<file path="src/rtl/tgbp_pkg.sv">
// tgbp_pkg: shared types, constants and sizes of the tagged geometric branch predictor
// no dependencies
`timescale 1ns / 1ps
`default_nettype none
package tgbp_pkg;

   localparam int BASE_ENTRIES_DEF = 2048;
   localparam int NUM_TABLES = 4;
   localparam int TBL_ENTRIES = 4096;
   localparam int IDX_W = 12;
   localparam int TAG_W = 8;
   localparam int CTR_W = 3;
   localparam int USE_W = 2;
   localparam int TC_W = TAG_W + CTR_W;
   localparam int PC_W = 32;
   localparam int HIST_W = 120;
   localparam int FOLD_N = 12;
   localparam int FOLD_MAX_W = 11;
   localparam int AGE_W = 18;
   localparam int PERIOD_W = 19;
   localparam int LFSR_W = 16;
   localparam int PROV_W = 3;

   localparam int HIST_LEN [NUM_TABLES] = '{8, 13, 32, 119};
   localparam int FOLD_W [FOLD_N] = '{8, 11, 11, 11, 8, 8, 8, 8, 7, 7, 7, 7};

   localparam logic [PROV_W-1:0] PROV_BASE = 3'd4;
   localparam logic [PROV_W-1:0] PROV_LAST = 3'd3;
   localparam logic [LFSR_W-1:0] LFSR_MASK = 16'hb400;
   localparam logic [LFSR_W-1:0] LFSR_SEED = 16'h0001;
   localparam logic [PERIOD_W-1:0] PERIOD_RESET = 19'd262144;
   localparam logic [CTR_W-1:0] CTR_NEW_TAKEN = 3'd4;
   localparam logic [CTR_W-1:0] CTR_NEW_NOT_TAKEN = 3'd3;
   localparam logic [CTR_W-1:0] CTR_MAX = 3'd7;
   localparam logic [USE_W-1:0] USE_MAX = 2'd3;
   localparam logic [1:0] BASE_MAX = 2'd3;

   typedef struct packed {
      logic [PC_W-1:0] pc;
      logic taken;
      logic age;
      logic [NUM_TABLES-1:0][IDX_W-1:0] idx;
      logic [NUM_TABLES-1:0][TAG_W-1:0] tag;
   } tgbp_job_type;

   typedef enum logic [1:0] {
      ST_CLEAR,
      ST_IDLE,
      ST_EXEC,
      ST_AGE
   } tgbp_state_type;

endpackage
`default_nettype wire

</file>
<file path="src/rtl/tgbp_queue.sv">
// tgbp_queue: two-entry job queue between front and back
// depends on tgbp_pkg
`timescale 1ns / 1ps
`default_nettype none
module tgbp_queue
   import tgbp_pkg::*;
(
   input  wire logic   clock,
   input  wire logic   reset,
   input  wire logic   push,
   input  wire tgbp_job_type push_job,
   output logic        full,
   input  wire logic   pop,
   output logic        head_valid,
   output tgbp_job_type head_job
);

   tgbp_job_type slot_ff [2];
   logic wr_ptr_ff, rd_ptr_ff;
   logic [1:0] count_ff;

   assign full = count_ff == 2'd2;
   assign head_valid = count_ff != 2'd0;
   assign head_job = slot_ff[rd_ptr_ff];

   always_ff @(posedge clock) begin
      if (push) begin
         slot_ff[wr_ptr_ff] <= push_job;
      end
   end

   always_ff @(posedge clock) begin
      if (reset) begin
         wr_ptr_ff <= 1'b0;
         rd_ptr_ff <= 1'b0;
         count_ff <= '0;
      end else begin
         if (push) begin
            wr_ptr_ff <= ~wr_ptr_ff;
         end
         if (pop) begin
            rd_ptr_ff <= ~rd_ptr_ff;
         end
         count_ff <= count_ff + 2'(push) - 2'(pop);
      end
   end

endmodule
`default_nettype wire

</file>
<file path="config.mk">
export PLATFORM = sky130hd
export DESIGN_NAME = tgbp_queue
export DESIGN_NICKNAME = d
export VERILOG_FILES = /design/src/rtl/tgbp_pkg.sv /design/src/rtl/tgbp_queue.sv
export SDC_FILE = /design/constraint.sdc
export NUM_CORES = 1
export LEC_CHECK = 0
export ABC_AREA = 0
export BUFFER_PORTS_ARGS = -buffer_cell sky130_fd_sc_hd__buf_2
export CORE_MARGIN = 2
export CORE_UTILIZATION = 55
export CTS_CLUSTER_SIZE = 30
export DETAILED_ROUTE_END_ITERATION = 10
export PLACE_DENSITY = 0.89
export SLEW_MARGIN = 20
export SYNTH_ARGS = -nofsm -noshare
export SYNTH_HDL_FRONTEND = slang
export SYNTH_SLANG_ARGS = --single-unit
</file>
<file path="constraint.sdc">
create_clock -name clock -period 17.31 [get_ports clock]
set_input_delay 1.731 -clock clock [delete_from_list [all_inputs] [get_ports clock]]
set_output_delay 1.731 -clock clock [all_outputs]
set_load 0.005 [all_outputs]
</file>
### Yosys cells after proc, flatten, opt, wreduce, memory -nomap -nowiden

Memories as Yosys holds them, arrays and structs flattened. A register that Yosys moved wholly into a read port is not among the register bits.
Cells that the tools add are included.

* reductions and logical operators: 1
* equal/unequal tests: 1
* add/subtract/negate cells: 2
* mux-type cells: 4
* bitwise logic cells: 2

Operators with widths (count)
* 1-bit 2-to-1 mux: 4
* 2-bit by 1-bit adder with 2-bit output: 1
* 2-bit equality test, second input constant: 1
* 1-bit NOT: 2
* 2-bit nonzero test: 1
* 2-bit by 1-bit subtractor with 2-bit output: 1

* RAM bits: 228
* output and inout bits: 116
* bits of input ports: 118
* word-level logic and storage cells: 14
* memories: 1
* register bits: 4

Memories
* slot_ff: depth 2, width 114, rd ports 1, clocked after Yosys merged registers in 1, wr ports 1, RTL line tgbp_queue.sv:18 `tgbp_job_type slot_ff [2];`

### Logic depth before layout (Yosys ltp)

* depth after elaboration: 3
* depth in mapped cells: 6
* depth with buffers taken out: 6

### Worst setup path after synthesis

Ideal clock, no wire load.

* kind: in2reg
* start: input push
* end: memory slot_ff[0][0] (netlist name) (enable)
* setup time: 602 ps
* path slack: 10027 ps
* path buffers: 0
* stages on the path: 1
* arrival: 6681 ps
* required time: 16708 ps
* cells stage by stage: nor2b_1

* word-level cells in the longest chain between the ends: 2

Ends and longest elaborated chain
* from (decl): RTL line tgbp_queue.sv:10 `input wire logic push,`
* 1-bit 2-to-1 mux: RTL line tgbp_queue.sv:27 `if (push) begin`
* 1-bit 2-to-1 mux (not written as such): RTL line tgbp_queue.sv:28 `slot_ff[wr_ptr_ff] <= push_job;`
* to (decl): RTL line tgbp_queue.sv:18

Every way passes these cells.

==> run_results.csv <==
group,metric,value,unit
critical_path,reg2reg_depth,2,
clock_tree,cts_resized,0,
critical_path,critical_path.max_stage_delay,0.89,ns
detailed_routing,drt_wl_total,16000,um
power_and_ir_drop,powerDensity,118,nW/um2
detailed_routing,drc_errors,0,
global_routing,grt_pass1_wl,23500,um
global_routing,gr-usage-all-layers,0.182,
hold_path,hold_path.class,"register to register",
clock_tree,postCtsHoldBufs,0,
flow_run,maxCapViolCount,0,
clock_tree,cts_made_buffers,23,
critical_path,ff2ff_setup_slack,15.03,ns
power_and_ir_drop,power.internal,1.00,mW
detailed_routing,avgViaCountPerCell,5.11,
power_and_ir_drop,p_sw,0.262,mW
critical_path,endpoint_kind,"output port",
sta,post-route-period-util,0.270,
clock_tree,h-tree-depth,1,
global_routing,grt_start_max_net_pins,67,
critical_path,rr_endpoint,"slot_ff[1][28]",
place,place_congestion,0.792,
sta,finalHoldViolations,0,
outcome,status,"finished, final reports clean",
die,ioPinCount,234,
layout,fillers,980,
sta,rsz0062_at_grt,"false",
sta,hold_ws,0.559,ns
place,dp_hpwl,10500,um
die,die_h,130,um
power_and_ir_drop,p_comb_frac,0.103,
layout,regArea,6950,um2
synth,yosys_warnings,0,
synth,yosys_register_bits,233,
layout,final_nets,745,
die,rows,45,
layout,layout-drive-gt1-share,0.600,
die,die_area,16800,um2
sta,drv_slew,0,
sta,skew,0.00954,ns
critical_path,worstSetupPathType,"register to output port",
clock_tree,clockBufferDepth,3,
power_and_ir_drop,swShare,0.207,
global_routing,gr-total-overflow,0,
synth,ys_seq_area_frac,0.799,
power_and_ir_drop,peakVddDrop,90.3,uV
synth,ys_types,15,
critical_path,crit_required,15.58,ns
place,io_buffers,233,
critical_path,crit_chain,"buf_4 -> mux2_2 -> buf_2",
clock_tree,clk_pin_slew_worst_paths,0.06,ns
sta,tns,0,ns
synth,syn_avg_cell_area,23.1,um2
synth,synth_nets,496,
power_and_ir_drop,power,1.27,mW
global_routing,grt_pass1_vias,4613,
synth,syn_area,8690,um2
hold_path,hold_depth,2,
die,core_area,15300,um2
layout,syn_to_final_growth,23.6,%
critical_path,path_buf_inv,2,
detailed_routing,via_count,4351,
die,initial_core_util,0.568,
hold_path,worstHoldStart,"rd_ptr_ff",
sta,slew_headroom,0.356,
clock_tree,postCtsSetupRepairBufs,0,
global_routing,antenna_found_initial,1,
power_and_ir_drop,clockPowerShare,0.364,
detailed_routing,wl_per_cell,18.8,um
sta,setup_viol,0,
critical_path,worstPathArrival,2.95,ns
detailed_routing,drt-pass1-iter-count,4,
clock_tree,cts.sinks,233,
clock_tree,cts_tree,"done",
layout,multi_input_area,1630,um2
die,die_w,130,um
critical_path,cp_max_fo,63,
clock_tree,worstSkewPairLatency,0.49,ns
critical_path,slowest_stage,"dfxtp_4",
sta,max_freq,214,MHz
critical_path,cp_top_family,"buffers and inverters",
power_and_ir_drop,seqPwrFrac,0.533,
synth,syn_inst,376,
sta,tightest_slew,0.966,ns
clock_tree,root_buffer,"clkbuf_16",
power_and_ir_drop,power_leakage,4.18,nW
sta,min_period,4.68,ns
critical_path,reg2reg_from,"wr_ptr_ff",
detailed_routing,detail_route.iter0.violations,262,
detailed_routing,postRouteAntennaNets,0,
critical_path,start_kind,"register",
critical_path,path_depth,3,
==> cell usage in the layout, fill, tap and decap left out <==
cell       count
bufinv_16      2
inv_1          2
buf_4          4
xnor2_1        2
nor2_1         4
clkbuf_16     23
buf_2        233
edfxtp_1     228
clkinv_2       4
mux2_4        60
nor2b_4        1
and2_4         1
or2_2          1
mux2_2        54
clkbuf_1       5
ha_1           2
dfxtp_4        1
diode_2        1
dfxtp_1        4
xnor3_1        1
clkinv_1       6
nor2b_1        2
==> cells by family (layout without fill, tap and decap cells) <==
logic type	Yosys count	after routing	share of synthesized area
buf+inv	15	279	0.0145
mux	114	114	0.174
other cells	0	1	0
fa+ha+maj	2	2	0.00288
xor+xnor	3	3	0.00461
flops	233	233	0.799
simple gates	9	9	0.00533
==> layer usage <==
layer  global-route usage  vias to the layer above  wire length [um]
met5                    0                        -                 0
met4               0.0531                        0               387
met2                0.314                      206              8040
li1                     -                     1984                 -
met1                0.224                     2131              6110
met3               0.0541                       30              1440
==> cell usage after synthesis, drive strengths merged <==
| library cell | count | share of area |
|---|---|---|
| xnor2 | 2 | 0.0020 |
| nor2 | 4 | 0.0017 |
| mux2 | 114 | 0.17 |
| xnor3 | 1 | 0.0026 |
| and2 | 1 | 0.00072 |
| or2 | 1 | 0.00072 |
| ha | 2 | 0.0029 |
| dfxtp | 5 | 0.012 |
| buf | 13 | 0.014 |
| nor2b | 3 | 0.0022 |
| inv | 2 | 0.00086 |
| edfxtp | 228 | 0.79 |
==> how the worst max path moves through the flow <==
stage                    end  slack, ns  startpoint
4_1_cts         head_job[30]      12.59    register
3_3_place_gp    head_job[29]      13.20    register
3_5_place_dp     head_job[3]      13.13    register
2_1_floorplan  slot_ff[0][0]      10.03        push
6_report        head_job[30]      12.63    register
5_1_grt          head_job[3]      12.49    register
==> through the flow <==
step	utilization	setup WS [ns]	instances	cell area, um2
floorplan	-	10.03	376	8690
global placement	0.656	13.20	811	10000
detailed placement	0.656	13.13	811	10000
CTS	0.702	12.59	851	10700
global route	0.702	12.49	851	10700
finish	0.702	12.63	852	10700
==> state kept, by name (all words and copies together) (netlist names), named ones only <==
| name | count |
|---|---|
| rd_ptr_ff | 1 |
| slot_ff | 228 |
| count_ff | 2 |
| wr_ptr_ff | 1 |
==> power by group through the flow <==
| stage | sequential [mW] | combinational, mW | clock (mW) |
|---|---|---|---|
| 2_1_floorplan | 0.681 | 0.0801 | 0 |
| 3_3_place_gp | 0.684 | 0.126 | 0 |
| 3_5_place_dp | 0.687 | 0.131 | 0 |
| 4_1_cts | 0.675 | 0.132 | 0.471 |
| 5_1_grt | 0.678 | 0.141 | 0.492 |
| 6_report | 0.675 | 0.130 | 0.461 |
==> tightest hold or removal path, delay by kind of cell (launching register included) <==
| kind | cells | cell delay, ns |
|---|---|---|
| flops | 1 | 0.32 |
| xor+xnor | 1 | 0.14 |
| simple gates | 1 | 0.05 |
==> area by class of cell <==
| cell class | count | area share |
|---|---|---|
| Timing Repair Buffer | 237 | 0.111 |
| Tap cell | 211 | 0.0246 |
| Inverter | 2 | 0.000698 |
| Clock buffer | 28 | 0.0553 |
| Antenna cell | 1 | 0.000233 |
| Sequential cell | 233 | 0.647 |
| Multi-Input combinational cell | 128 | 0.152 |
| Clock inverter | 12 | 0.00955 |
(Power assumes the default switching activity.)
