**config.mk**
```make
export PLATFORM = sky130hd
export DESIGN_NAME = tgbp_front
export DESIGN_NICKNAME = d
export VERILOG_FILES = /design/src/rtl/tgbp_pkg.sv /design/src/rtl/tgbp_front.sv
export SDC_FILE = /design/constraint.sdc
export NUM_CORES = 1
export LEC_CHECK = 0
export BUFFER_PORTS_ARGS = -buffer_cell sky130_fd_sc_hd__buf_2
export CAP_MARGIN = 20
export CORE_MARGIN = 3
export CORE_UTILIZATION = 57
export CTS_CLUSTER_SIZE = 30
export DETAILED_ROUTE_END_ITERATION = 16
export PLACE_DENSITY = 0.8
export SETUP_SLACK_MARGIN = 0.4
export SYNTH_ARGS = -nofsm -noshare
export SYNTH_HDL_FRONTEND = slang
export SYNTH_SLANG_ARGS = --single-unit
```
**constraint.sdc**
```tcl
create_clock -name clock -period 4.5 [get_ports clock]
set_clock_uncertainty 0.2 [all_clocks]
set_input_delay 0.225 -clock clock [delete_from_list [all_inputs] [get_ports clock]]
set_output_delay 0.225 -clock clock [all_outputs]
set_load 0.05 [all_outputs]
```
**src/rtl/tgbp_pkg.sv**
```systemverilog
// tgbp_pkg: shared types, constants and sizes of the tagged geometric branch predictor
// no dependencies
`timescale 1ns / 1ps
`default_nettype none
package tgbp_pkg;

   localparam int BASE_ENTRIES_DEF = 2048;
   localparam int NUM_TABLES = 4;
   localparam int TBL_ENTRIES = 4096;
   localparam int IDX_W = 12;
   localparam int TAG_W = 8;
   localparam int CTR_W = 3;
   localparam int USE_W = 2;
   localparam int TC_W = TAG_W + CTR_W;
   localparam int PC_W = 32;
   localparam int HIST_W = 120;
   localparam int FOLD_N = 12;
   localparam int FOLD_MAX_W = 11;
   localparam int AGE_W = 18;
   localparam int PERIOD_W = 19;
   localparam int LFSR_W = 16;
   localparam int PROV_W = 3;

   localparam int HIST_LEN [NUM_TABLES] = '{8, 13, 32, 119};
   localparam int FOLD_W [FOLD_N] = '{8, 11, 11, 11, 8, 8, 8, 8, 7, 7, 7, 7};

   localparam logic [PROV_W-1:0] PROV_BASE = 3'd4;
   localparam logic [PROV_W-1:0] PROV_LAST = 3'd3;
   localparam logic [LFSR_W-1:0] LFSR_MASK = 16'hb400;
   localparam logic [LFSR_W-1:0] LFSR_SEED = 16'h0001;
   localparam logic [PERIOD_W-1:0] PERIOD_RESET = 19'd262144;
   localparam logic [CTR_W-1:0] CTR_NEW_TAKEN = 3'd4;
   localparam logic [CTR_W-1:0] CTR_NEW_NOT_TAKEN = 3'd3;
   localparam logic [CTR_W-1:0] CTR_MAX = 3'd7;
   localparam logic [USE_W-1:0] USE_MAX = 2'd3;
   localparam logic [1:0] BASE_MAX = 2'd3;

   typedef struct packed {
      logic [PC_W-1:0] pc;
      logic taken;
      logic age;
      logic [NUM_TABLES-1:0][IDX_W-1:0] idx;
      logic [NUM_TABLES-1:0][TAG_W-1:0] tag;
   } tgbp_job_type;

   typedef enum logic [1:0] {
      ST_CLEAR,
      ST_IDLE,
      ST_EXEC,
      ST_AGE
   } tgbp_state_type;

endpackage
`default_nettype wire

```
**src/rtl/tgbp_front.sv**
```systemverilog
// tgbp_front: accepts branches, keeps global and folded history, forms indexes and tags
// depends on tgbp_pkg
`timescale 1ns / 1ps
`default_nettype none
module tgbp_front
   import tgbp_pkg::*;
(
   input  wire logic                clock,
   input  wire logic                reset,
   input  wire logic                req_valid,
   output logic                     req_stall,
   input  wire logic [PC_W-1:0]     req_pc,
   input  wire logic                req_taken,
   input  wire logic                csr_wr_en,
   input  wire logic [PERIOD_W-1:0] csr_wr_data,
   input  wire logic                q_full,
   input  wire logic                clearing,
   output logic                     q_push,
   output tgbp_job_type             q_job
);

   logic [HIST_W-1:0] ghist_ff, ghist_in;
   logic [FOLD_MAX_W-1:0] fold_ff [FOLD_N];
   logic [FOLD_MAX_W-1:0] fold_in [FOLD_N];
   logic [AGE_W-1:0] age_ff, age_in;
   logic [PERIOD_W-1:0] period_ff;
   logic [PERIOD_W-1:0] age_sum;
   logic age_hit;

   assign req_stall = q_full | clearing;
   assign q_push = req_valid & ~req_stall;
   assign ghist_in = {ghist_ff[HIST_W-2:0], req_taken};

   assign age_sum = {1'b0, age_ff} + PERIOD_W'(1);
   assign age_hit = age_sum >= period_ff;
   assign age_in = age_hit ? '0 : age_sum[AGE_W-1:0];

   always_comb begin
      q_job = '0;
      q_job.pc = req_pc;
      q_job.taken = req_taken;
      q_job.age = age_hit;
      for (int t = 0; t < NUM_TABLES; t++) begin
         q_job.idx[t] = {1'b0, fold_ff[t]} ^ req_pc[IDX_W+1:2];
         q_job.tag[t] = fold_ff[NUM_TABLES+t][TAG_W-1:0]
                      ^ fold_ff[2*NUM_TABLES+t][TAG_W-1:0] ^ req_pc[TAG_W+1:2];
      end
   end

   for (genvar i = 0; i < FOLD_N; i++) begin : g_fold
      localparam int W = FOLD_W[i];
      localparam int L = HIST_LEN[i % NUM_TABLES];
      localparam int P = L % W;
      always_comb begin
         logic [FOLD_MAX_W-1:0] v;
         v = '0;
         v[W-1:0] = {fold_ff[i][W-2:0], req_taken ^ fold_ff[i][W-1]};
         v[P] = v[P] ^ ghist_ff[L-1];
         fold_in[i] = v;
      end
   end

   always_ff @(posedge clock) begin
      if (reset) begin
         ghist_ff <= '0;
         age_ff <= '0;
         period_ff <= PERIOD_RESET;
         for (int i = 0; i < FOLD_N; i++) begin
            fold_ff[i] <= '0;
         end
      end else begin
         if (csr_wr_en) begin
            period_ff <= csr_wr_data;
         end
         if (q_push) begin
            ghist_ff <= ghist_in;
            age_ff <= age_in;
            for (int i = 0; i < FOLD_N; i++) begin
               fold_ff[i] <= fold_in[i];
            end
         end
      end
   end

endmodule
`default_nettype wire

```
# Yosys cells after proc, flatten, opt, wreduce, memory -nomap -nowiden
# Memory sizes are Yosys's and may differ from the RTL's.
# Index checks and enable logic that the tools add are counted.
# classes
addsub	1
n_lt_le_gt_ge	1
n_mux	18
bitwise_logic	51
# op_table
op	count
$mux W11	12
$xor A8 B8 Y8	8
$xor A11 B12 Y12	4
$xor A1 B1 Y1	24
$add A18 B1 Y19 const B	1
$ge A19 B19 Y1	1
$mux W18	1
$or A1 B1 Y1	13
$mux W1	5
$and A1 B1 Y1	1
$not A1 Y1	1
# word_totals
ff_bits	156
mem_bits_rw	132
input_bits	58
mem_count	1
# memory_table
name	depth	word_bits	read_ports	rd_clocked_by_memory_dff	write_ports	line	text
fold_ff	12	11	12	0	12	tgbp_front.sv:23	logic [FOLD_MAX_W-1:0] fold_ff [FOLD_N];

# Logic depth before layout (Yosys ltp)
# Gate-level depths: netlist (run 1).
# depth
ltp_word	7
ltp_mapped	15
ltp_nobuf	13

# Worst setup path after synthesis (run 1)
# Ideal clock, no wire load.
# synth_path
path_kind	register -> register
start	reg age_ff[0]
end	reg age_ff[10]
arrival_time_ns	3.333
required_time_ns	4.226
path_slack_ns	0.893
stages_incl_launch_ff	15
period_less_slack_ns	3.607
cell_sequence	dfxtp_1 -> ha_1 -> and3_1 -> and2_1 -> clkbuf_1 -> nand2_1 -> o21a_1 -> or2_2 -> ha_1 -> a211oi_1 -> o21ai_0 -> a221oi_1 -> nand2_1 -> or4_1 -> o21ai_0
# synth_between
elab_chain_cells	3
# synth_rtl
item	line	text
start: declaration	tgbp_front.sv:25	logic [AGE_W-1:0] age_ff, age_in;
start signal: assignment	tgbp_front.sv:77	age_ff <= age_in;
$add A18 B1 Y19 (*)	tgbp_front.sv:34	assign age_sum = {1'b0, age_ff} + PERIOD_W'(1);
$ge A19 B19 Y1	tgbp_front.sv:35	assign age_hit = age_sum >= period_ff;
$mux W18 (*)	tgbp_front.sv:36	assign age_in = age_hit ? '0 : age_sum[AGE_W-1:0];
# Mark *: on every way between the ends. The rest lies on a longest branch, timed or not.
# A chain may end at the register's enable or synchronous reset.

==> results of run 1 <==
[worst max-delay path, cell delays in order (launching register included)]
cell	delay [ns]
dfxtp_1	0.38
ha_2	0.24
and3_1	0.22
and2_2	0.22
xor2_1	0.22
ha_1	0.30
and3_4	0.20
a221oi_2	0.25
nor2b_1	0.12
o311ai_4	0.53
nand2_1	0.14
buf_4	0.21
[logic make-up after synthesis]
kind of cell    count (synthesis)  synth area share [%]
compound gates                161                  8.07
xor+xnor                      138                  10.7
fa+ha+maj                      20                  2.21
buf+inv                       146                  6.26
flops                         257                  54.3
mux                            20                  1.77
simple gates                  425                  16.7
[Yosys cell counts, types with 13 or more instances]
cell and number:
a21oi_1 124, and3_1 72, buf_4 41, clkbuf_1 71, dfxtp_1 156, edfxtp_1 101
ha_1 20, inv_1 27, mux2i_1 20, nand2_1 256, nor2_1 50, nor2b_1 13
xnor2_1 85, xor2_1 53
[repair_timing]
item                       4_1_cts  5_1_grt
cloned                           0        0
resized for setup                3        7
hold buffers                    39        0
hold endpoints to repair        26        0
setup endpoints to repair        1       19
pin swaps                        0        1
[registers in the layout, indices dropped and copies added, names as in the netlist]
register   flops
ghist_ff     119
age_ff        18
fold_ff      101
period_ff     19
[power by group]
| group | switching, mW | internal (mW) |
|---|---|---|
| logic | 0.562 | 0.208 |
| clock network | 0.830 | 1.12 |
| registers | 0.0465 | 2.49 |
[final cells by class]
cell class	count	area (µm²)
clock inverter	5	28.8
fill	1414	6120
clock buffer	37	734
tap	260	325
timing repair buffer	174	1160
inverter	28	110
multi-input combinational	764	4510
sequential	257	6160
[worst min path at each step]
stage               startpoint       endpoint  slack, ns  depth (start not counted)
2_1_floorplan  csr_wr_data[18]  period_ff[18]       0.16                          2
3_3_place_gp      ghist_ff[93]   ghist_ff[94]       0.24                          2
3_5_place_dp      ghist_ff[89]   ghist_ff[90]       0.24                          2
4_1_cts              csr_wr_en  period_ff[18]       0.05                          3
5_1_grt              req_valid  ghist_ff[113]       0.04                          5
6_report             req_valid  ghist_ff[113]       0.03                          5
[layer usage]
metal	vias up	global-route usage [%]	wire length, µm
li1	4001	-	-
met1	3818	28.1	10100
met2	247	33.0	10800
met3	42	3.12	1320
met4	0	4.80	483
met5	-	0	0
[metrics by stage]
step	worst slack [ns]	power [mW]	instances	hold WS, ns
final	0.528	5.26	1525	0.0283
after global routing	0.402	5.43	1525	0.0401
after CTS	0.416	5.29	1523	0.0510
after detailed placement	0.383	3.32	1442	0.243
after global placement	0.515	3.31	1441	0.236
after floorplan	0.893	3.21	1167	0.155
[placed cells by master (no fill, tap or decap), types with 13 or more instances in the layout]
cell type,n
nand2_1,254
dfxtp_1,155
buf_2,125
a21oi_1,124
edfxtp_1,101
xnor2_1,85
and3_1,72
xor2_1,53
nor2_1,50
dlygate4sd3_1,39
clkbuf_16,26
inv_1,25
mux2i_1,20
ha_1,19
nor2b_1,13
==> metrics.md, run 1 <==
| Metric | Value |
|---|---|
| Ratio of total power to cell area | `around 400 nW/µm²` |
| Class of the tightest hold or removal check | `input pin to flop` |
| Data required time of the critical path | `around 4 ns` |
| Number of flops mapped to enable cells by yosys | `between 100 and 150` |
| Layout Cell Area excl Fill | `between 10,000 and 15,000 µm²` |
| Number of instances in the synthesized netlist | `~1,200` |
| Post-route DRC violation count | `0` |
| Area growth syn-to-layout | `14.9%` |
| Number of hold violations in the final report | `0` |
| Number of optimization iterations in the first detailed-route pass | `5` |
| Setup TNS | `0 ns` |
| Worst max-slew margin expressed relative to the limit | `about 54%` |
| Clk slew on worst S/H paths | `0.06 ns` |
| Main flop type after synthesis | `dfxtp_1` |
| Height of the die | `about 150 µm` |
| Leakage | `around 5.2 nW` |
| End point of the critical path | `q_job[80]` |
| Max Transition Viols Final | `0` |
| Total Wirelength | `22.7 mm` |
| Setup violators final | `0` |
| Setup slack, reg-to-reg | `around 0.75 ns` |
| Startpoint of the worst register-to-register path | `age_ff[1]` |
| Start point of the critical path | `age_ff[1]` |
| Antenna fix cells | `0` |
| Largest net degree at the start of global routing | `192` |
| Floorplan die area | `21,600 µm²` |
| Max-cap viol count | `0` |
| Utilization after layout | `68.0%` |
| Yosys top cell area share | `27.6%` |
| Number of global-route vias before repair | `around 7,400` |
| Buffers on Ports | `around 130` |
| Data arrival time of the worst path | `around 3.6 ns` |
| Upper clock frequency limit | `0.252 GHz` |
| Maximum ir drop on the vdd rail | `around 0.33 mV` |
| Routed wire length per instance | `between 10 and 15 µm` |
| Number of cell instances on the worst register-to-register path | `13` |
| Clock tree root buffer cell | `clkbuf_16` |
| Outcome | `finished, final reports clean` |
| Synthesized net count | `1,245` |
| Cell Rows | `50` |
| Total gr overflow | `0` |
| Number of nets in the layout | `approximately 1,300` |
| Ports placed on the boundary | `roughly 170` |
| Cell area after technology mapping | `11,300 µm²` |
| Dpl cell area | `between 10,000 and 15,000 µm²` |
| First-pass GRT wire length | `between 30 and 40 mm` |
| Horizontal die dimension | `147 µm` |
| Flip-flop and latch count after synthesis | `257` |
| Antenna-violating nets left | `0` |
| RSZ-0062 raised after global routing | `no` |
| Final cycle utilization of the critical path | `between 80% and 90%` |
| Core area | `19,100 µm²` |
| Maximum fanout count along the critical path | `10` |
| Via count | `about 8,100` |
| Final weighted congestion in routability-driven placement | `roughly 0.8` |
| Number of clock sinks | `~260` |
| Post-DR vias/cell | `5.32` |
| Element type at the critical path start | `flop` |
| Number of levels in the clock H-tree | `1` |
| Setup Fix Bufs, Post-CTS | `0` |
| Syn Area/Cell | `between 9 and 10 µm²` |
| Cell variety after synth | `46` |
| Nature of the critical path endpoint | `output port` |
| Capture instance of the worst register-to-register path | `age_ff[10]` |
| Placed wire-length estimate after detailed placement | `roughly 14 mm` |
| Synth area leader | `dfxtp_1` |
| Number of DRC markers after the initial detailed-route iteration | `around 560` |
| Maximum number of buffers from clock root to sink | `3` |
| Post-route minimum period | `between 3 and 4 ns` |
| Fraction of synthesis flops using an asynchronous set or reset pin | `0%` |
| Dominant cells by area after synthesis | `dfxtp_1 (28%), edfxtp_1 (27%), nand2_1 (8.5%)` |
| Yosys warnings | `0` |
| Worst skew pair latency | `between 0.5 and 0.6 ns` |
| Measured slew at the worst slew-check pin | `just under 0.7 ns` |
| TritonCTS clock tree | `done` |
| Crit Path Category | `flop to output port` |
| Number of buffers created by CTS | `25` |
| Ratio of cells with drive above 1 in the final layout | `approximately 15%` |
| Fraction of the yosys area taken by sequential cells | `between 50% and 60%` |
| All-layer global routing usage | `between 20% and 30%` |
| Starting density of the core | `59.2%` |
| Initial antenna violation count | `0` |
Power figures use the tool's default switching activity.
==> inputs of run 2 (changes only) <==
--- a/config.mk
+++ b/config.mk
@@ -5,6 +5,7 @@
 export SDC_FILE = /design/constraint.sdc
 export NUM_CORES = 1
 export LEC_CHECK = 0
+export ABC_AREA = 1
 export BUFFER_PORTS_ARGS = -buffer_cell sky130_fd_sc_hd__buf_2
 export CAP_MARGIN = 20
 export CORE_MARGIN = 3
==> metrics.md, run 2 <==
| Metric | Value |
|---|---|
| Area growth syn-to-layout | `13.6%` |
| Clock tree root buffer cell | `clkbuf_16` |
| Post-cts sizing count | `0` |
| Number of instances in the synthesized netlist | `~1,200` |
| Number of global-route vias before repair | `7,420` |
| Net load switching power | `approximately 1.4 mW` |
| Post-synthesis mux area share | `0%` |
| Number of hold violations in the final report | `0` |
| Via count | `between 7,000 and 8,000` |
| Setup TNS | `0 ns` |
| Sequential Power Share | `between 40% and 50%` |
| Antenna-violating nets left | `0` |
| Maximum fanout count along the critical path | `19` |
| Fraction of the yosys area taken by sequential cells | `a little over half` |
| Clk slew on worst S/H paths | `roughly 0.06 ns` |
| Worst stage delay on the critical path | `about 0.46 ns` |
| Yosys top cell area share | `about 28%` |
| Compound-gate portion of the synthesized area | `under 10%` |
| Floorplan die area | `about 22,000 µm²` |
| Area share of and/or/nand/nor cells after synthesis | `about a tenth` |
| Number of clock sinks | `between 200 and 300` |
| Syn Area/Cell | `9.20 µm²` |
| Data required time of the critical path | `between 4 and 5 ns` |
| Maximum number of buffers from clock root to sink | `3` |
| Core area | `roughly 19,000 µm²` |
| Area used by sequential logic in the layout | `~6200 µm²` |
| Fraction of synthesis flops using an asynchronous set or reset pin | `0%` |
| Leading cell type by number of instances after synthesis | `inv_1` |
| Total Wirelength | `~22 mm` |
| Sequence of cells on the critical path | `ha_1 > nand2_2 > nor2_2 > nand2_2 > xor2_1 > inv_1 > ha_1 > nand2_1 > nand2_1 > a21oi_1 > a21oi_1 > nor2_4 > inv_1 > buf_2` |
| Antenna fix cells | `0` |
| Fill cell total of the finished layout | `approximately 1,500` |
| Routed wire length per instance | `about 14 µm` |
| Element type at the critical path start | `flop` |
| Crit Path Category | `flop to output port` |
| Synth top cells by count | `inv_1 (263), dfxtp_1 (156), nor2_1 (135), nand2_1 (119), o22ai_1 (117)` |
| Max-cap viol count | `0` |
| Main flop type after synthesis | `dfxtp_1` |
| Most common library cell in the layout ignoring fill and taps | `inv_1` |
| Nature of the critical path endpoint | `output port` |
| Largest net degree at the start of global routing | `~150` |
| RSZ-0062 raised after global routing | `no` |
| Worst skew pair latency | `slightly above 0.5 ns` |
| Top register by number of flip-flops | `ghist_ff` |
| Number of levels in the clock H-tree | `1` |
| Cell internal pwr | `between 3 and 4 mW` |
| Leakage | `approximately 5.3 nW` |
| Number of flip-flops under the largest register name | `119` |
| Utilization after layout | `between 60% and 70%` |
| Dominant cells by area after synthesis | `dfxtp_1 (28%), edfxtp_1 (27%), inv_1 (8.7%)` |
| Cell Rows | `50` |
| Setup violators final | `0` |
| Regs by FF count | `ghist_ff x119, fold_ff x101, period_ff x19` |
| Cell class contributing the biggest share of worst-path delay | `simple AND/OR/NAND/NOR gates` |
| Ratio of total power to cell area | `418 nW/µm²` |
| Cell area after technology mapping | `between 10,000 and 15,000 µm²` |
| Synth area leader | `dfxtp_1` |
| Ports placed on the boundary | `174` |
| Final weighted congestion in routability-driven placement | `roughly 0.84` |
| Starting density of the core | `about three fifths` |
| Horizontal die dimension | `approximately 150 µm` |
| Data arrival time of the worst path | `3.31 ns` |
| Critical-path cell with the highest stage delay | `dfxtp_1` |
| Final cycle utilization of the critical path | `a little over 80%` |
| Number of buffers created by CTS | `25` |
| Post-CTS Hold Buffers | `24` |
| Placed wire-length estimate after detailed placement | `around 14 mm` |
| Combinational family with the most area after synthesis | `buffers and inverters` |
| Switching part of the total power | `about a quarter` |
| Class of the tightest hold or removal check | `input pin to flop` |
| Combinational group share of total power | `between 10% and 20%` |
| Measured slew at the worst slew-check pin | `1.00 ns` |
| Ratio of cells with drive above 1 in the final layout | `14.9%` |
| Post-route minimum period | `about 3.7 ns` |
| All-layer global routing usage | `around a fifth` |
| Upper clock frequency limit | `about 0.27 GHz` |
| Total gr overflow | `0` |
| Post-DR vias/cell | `~4.9` |
| XOR/XNOR Fraction of Synth Area | `just under 10%` |
| Post-route DRC violation count | `0` |
| Number of nets in the layout | `1,394` |
| Outcome | `finished, final reports clean` |
| Adder and majority cell fraction of the synthesized area | `between 2 and 2.5%` |
| Number of optimization iterations in the first detailed-route pass | `5` |
| Buffers & Inverters on Critical Path | `3` |
| Number of flops mapped to enable cells by yosys | `101` |
| Maximum ir drop on the vdd rail | `0.322 mV` |
| Max Transition Viols Final | `0` |
| Cell variety after synth | `31` |
| Yosys warnings | `0` |
| Worst max-slew margin expressed relative to the limit | `between 30% and 40%` |
| Height of the die | `between 100 and 150 µm` |
| Setup Fix Bufs, Post-CTS | `0` |
| Clock share of power | `between 30% and 40%` |
| Synthesized net count | `approximately 1,300` |
| Buffers on Ports | `127` |
| Most used cells in the layout excluding fill and tap cells | `inv_1 (262), dfxtp_1 (156), nor2_1 (135)` |
| Number of DRC markers after the initial detailed-route iteration | `a little over 500` |
| Initial antenna violation count | `0` |
| Area taken by multi-input logic gates | `roughly 3600 µm²` |
| TritonCTS clock tree | `done` |
| Flip-flop and latch count after synthesis | `257` |
| First-pass GRT wire length | `approximately 36 mm` |
==> run 2: metrics by stage <==
| step | total power, mW | setup slack (ns) | instances | instance area, µm² | hold WS [ns] |
|---|---|---|---|---|---|
| after global routing | 5.57 | 0.471 | 1595 | 12900 | 0.0720 |
| after CTS | 5.43 | 0.806 | 1595 | 12900 | 0.00231 |
| after global placement | 3.29 | 1.48 | 1525 | 11800 | 0.240 |
| after detailed placement | 3.30 | 1.37 | 1525 | 11800 | 0.250 |
| after floorplan | 3.20 | 1.67 | 1231 | 11300 | 0.136 |
| final | 5.38 | 0.761 | 1595 | 12900 | 0.0171 |
==> run 2: path summary, 6_finish.rpt <==
check | depth (start not counted) | startpoint | slack (ns) | to
worst max-delay path | 14 | age_ff[0] | 0.76 | q_job[80]
worst min-delay path | 6 | q_full | 0.02 | ghist_ff[0]
worst max register to register | 14 | age_ff[0] | 1.54 | age_ff[4]
worst min register to register | 2 | period_ff[1] | 0.26 | period_ff[1]
==> run 2: kinds of logic (layout without fill, tap and decap cells) <==
logic type | count (synthesis) | in the layout
xor gates and xnor gates | 127 | 127
adders and majority gates | 20 | 20
and+or+nand+nor | 289 | 289
AOI/OAI and AO/OA | 175 | 175
buffers and inverters | 363 | 467
DFF | 257 | 257
==> run 2: area by class of cell <==
class,count,area share (%)
Sequential cell,257,47.8
Multi-Input combinational cell,611,28.1
Inverter,265,7.77
Timing Repair Buffer,156,7.19
Clock buffer,36,5.81
Tap cell,260,2.53
Clock inverter,10,0.826
==> run 2: worst reg2reg max path, stage by stage (launching register included) <==
cell     delay [ns]
dfxtp_1        0.46
ha_1           0.23
nand2_2        0.08
nor2_2         0.20
nand2_2        0.11
xor2_1         0.22
inv_1          0.09
ha_1           0.31
nand2_1        0.08
nand2_1        0.05
a21oi_1        0.13
a21oi_1        0.13
nor2_4         0.42
nand2_1        0.12
nand2_1        0.08
==> run 2: power by group through the flow <==
stage | Sequential [mW] | Clock (mW) | Combinational (mW)
CTS | 2.53 | 2.16 | 0.740
floorplan | 2.57 | 0 | 0.631
global placement | 2.58 | 0 | 0.714
finish | 2.53 | 2.11 | 0.738
detailed placement | 2.58 | 0 | 0.721
global route | 2.54 | 2.25 | 0.779
==> run 2: layer usage <==
metal / up-vias / track usage (%) / wire, µm
met5: - / 0 / 0
met4: 0 / 4.05 / 356
met3: 30 / 3.02 / 994
met2: 185 / 33.9 / 10600
met1: 3684 / 27.0 / 9920
li1: 3986 / - / -
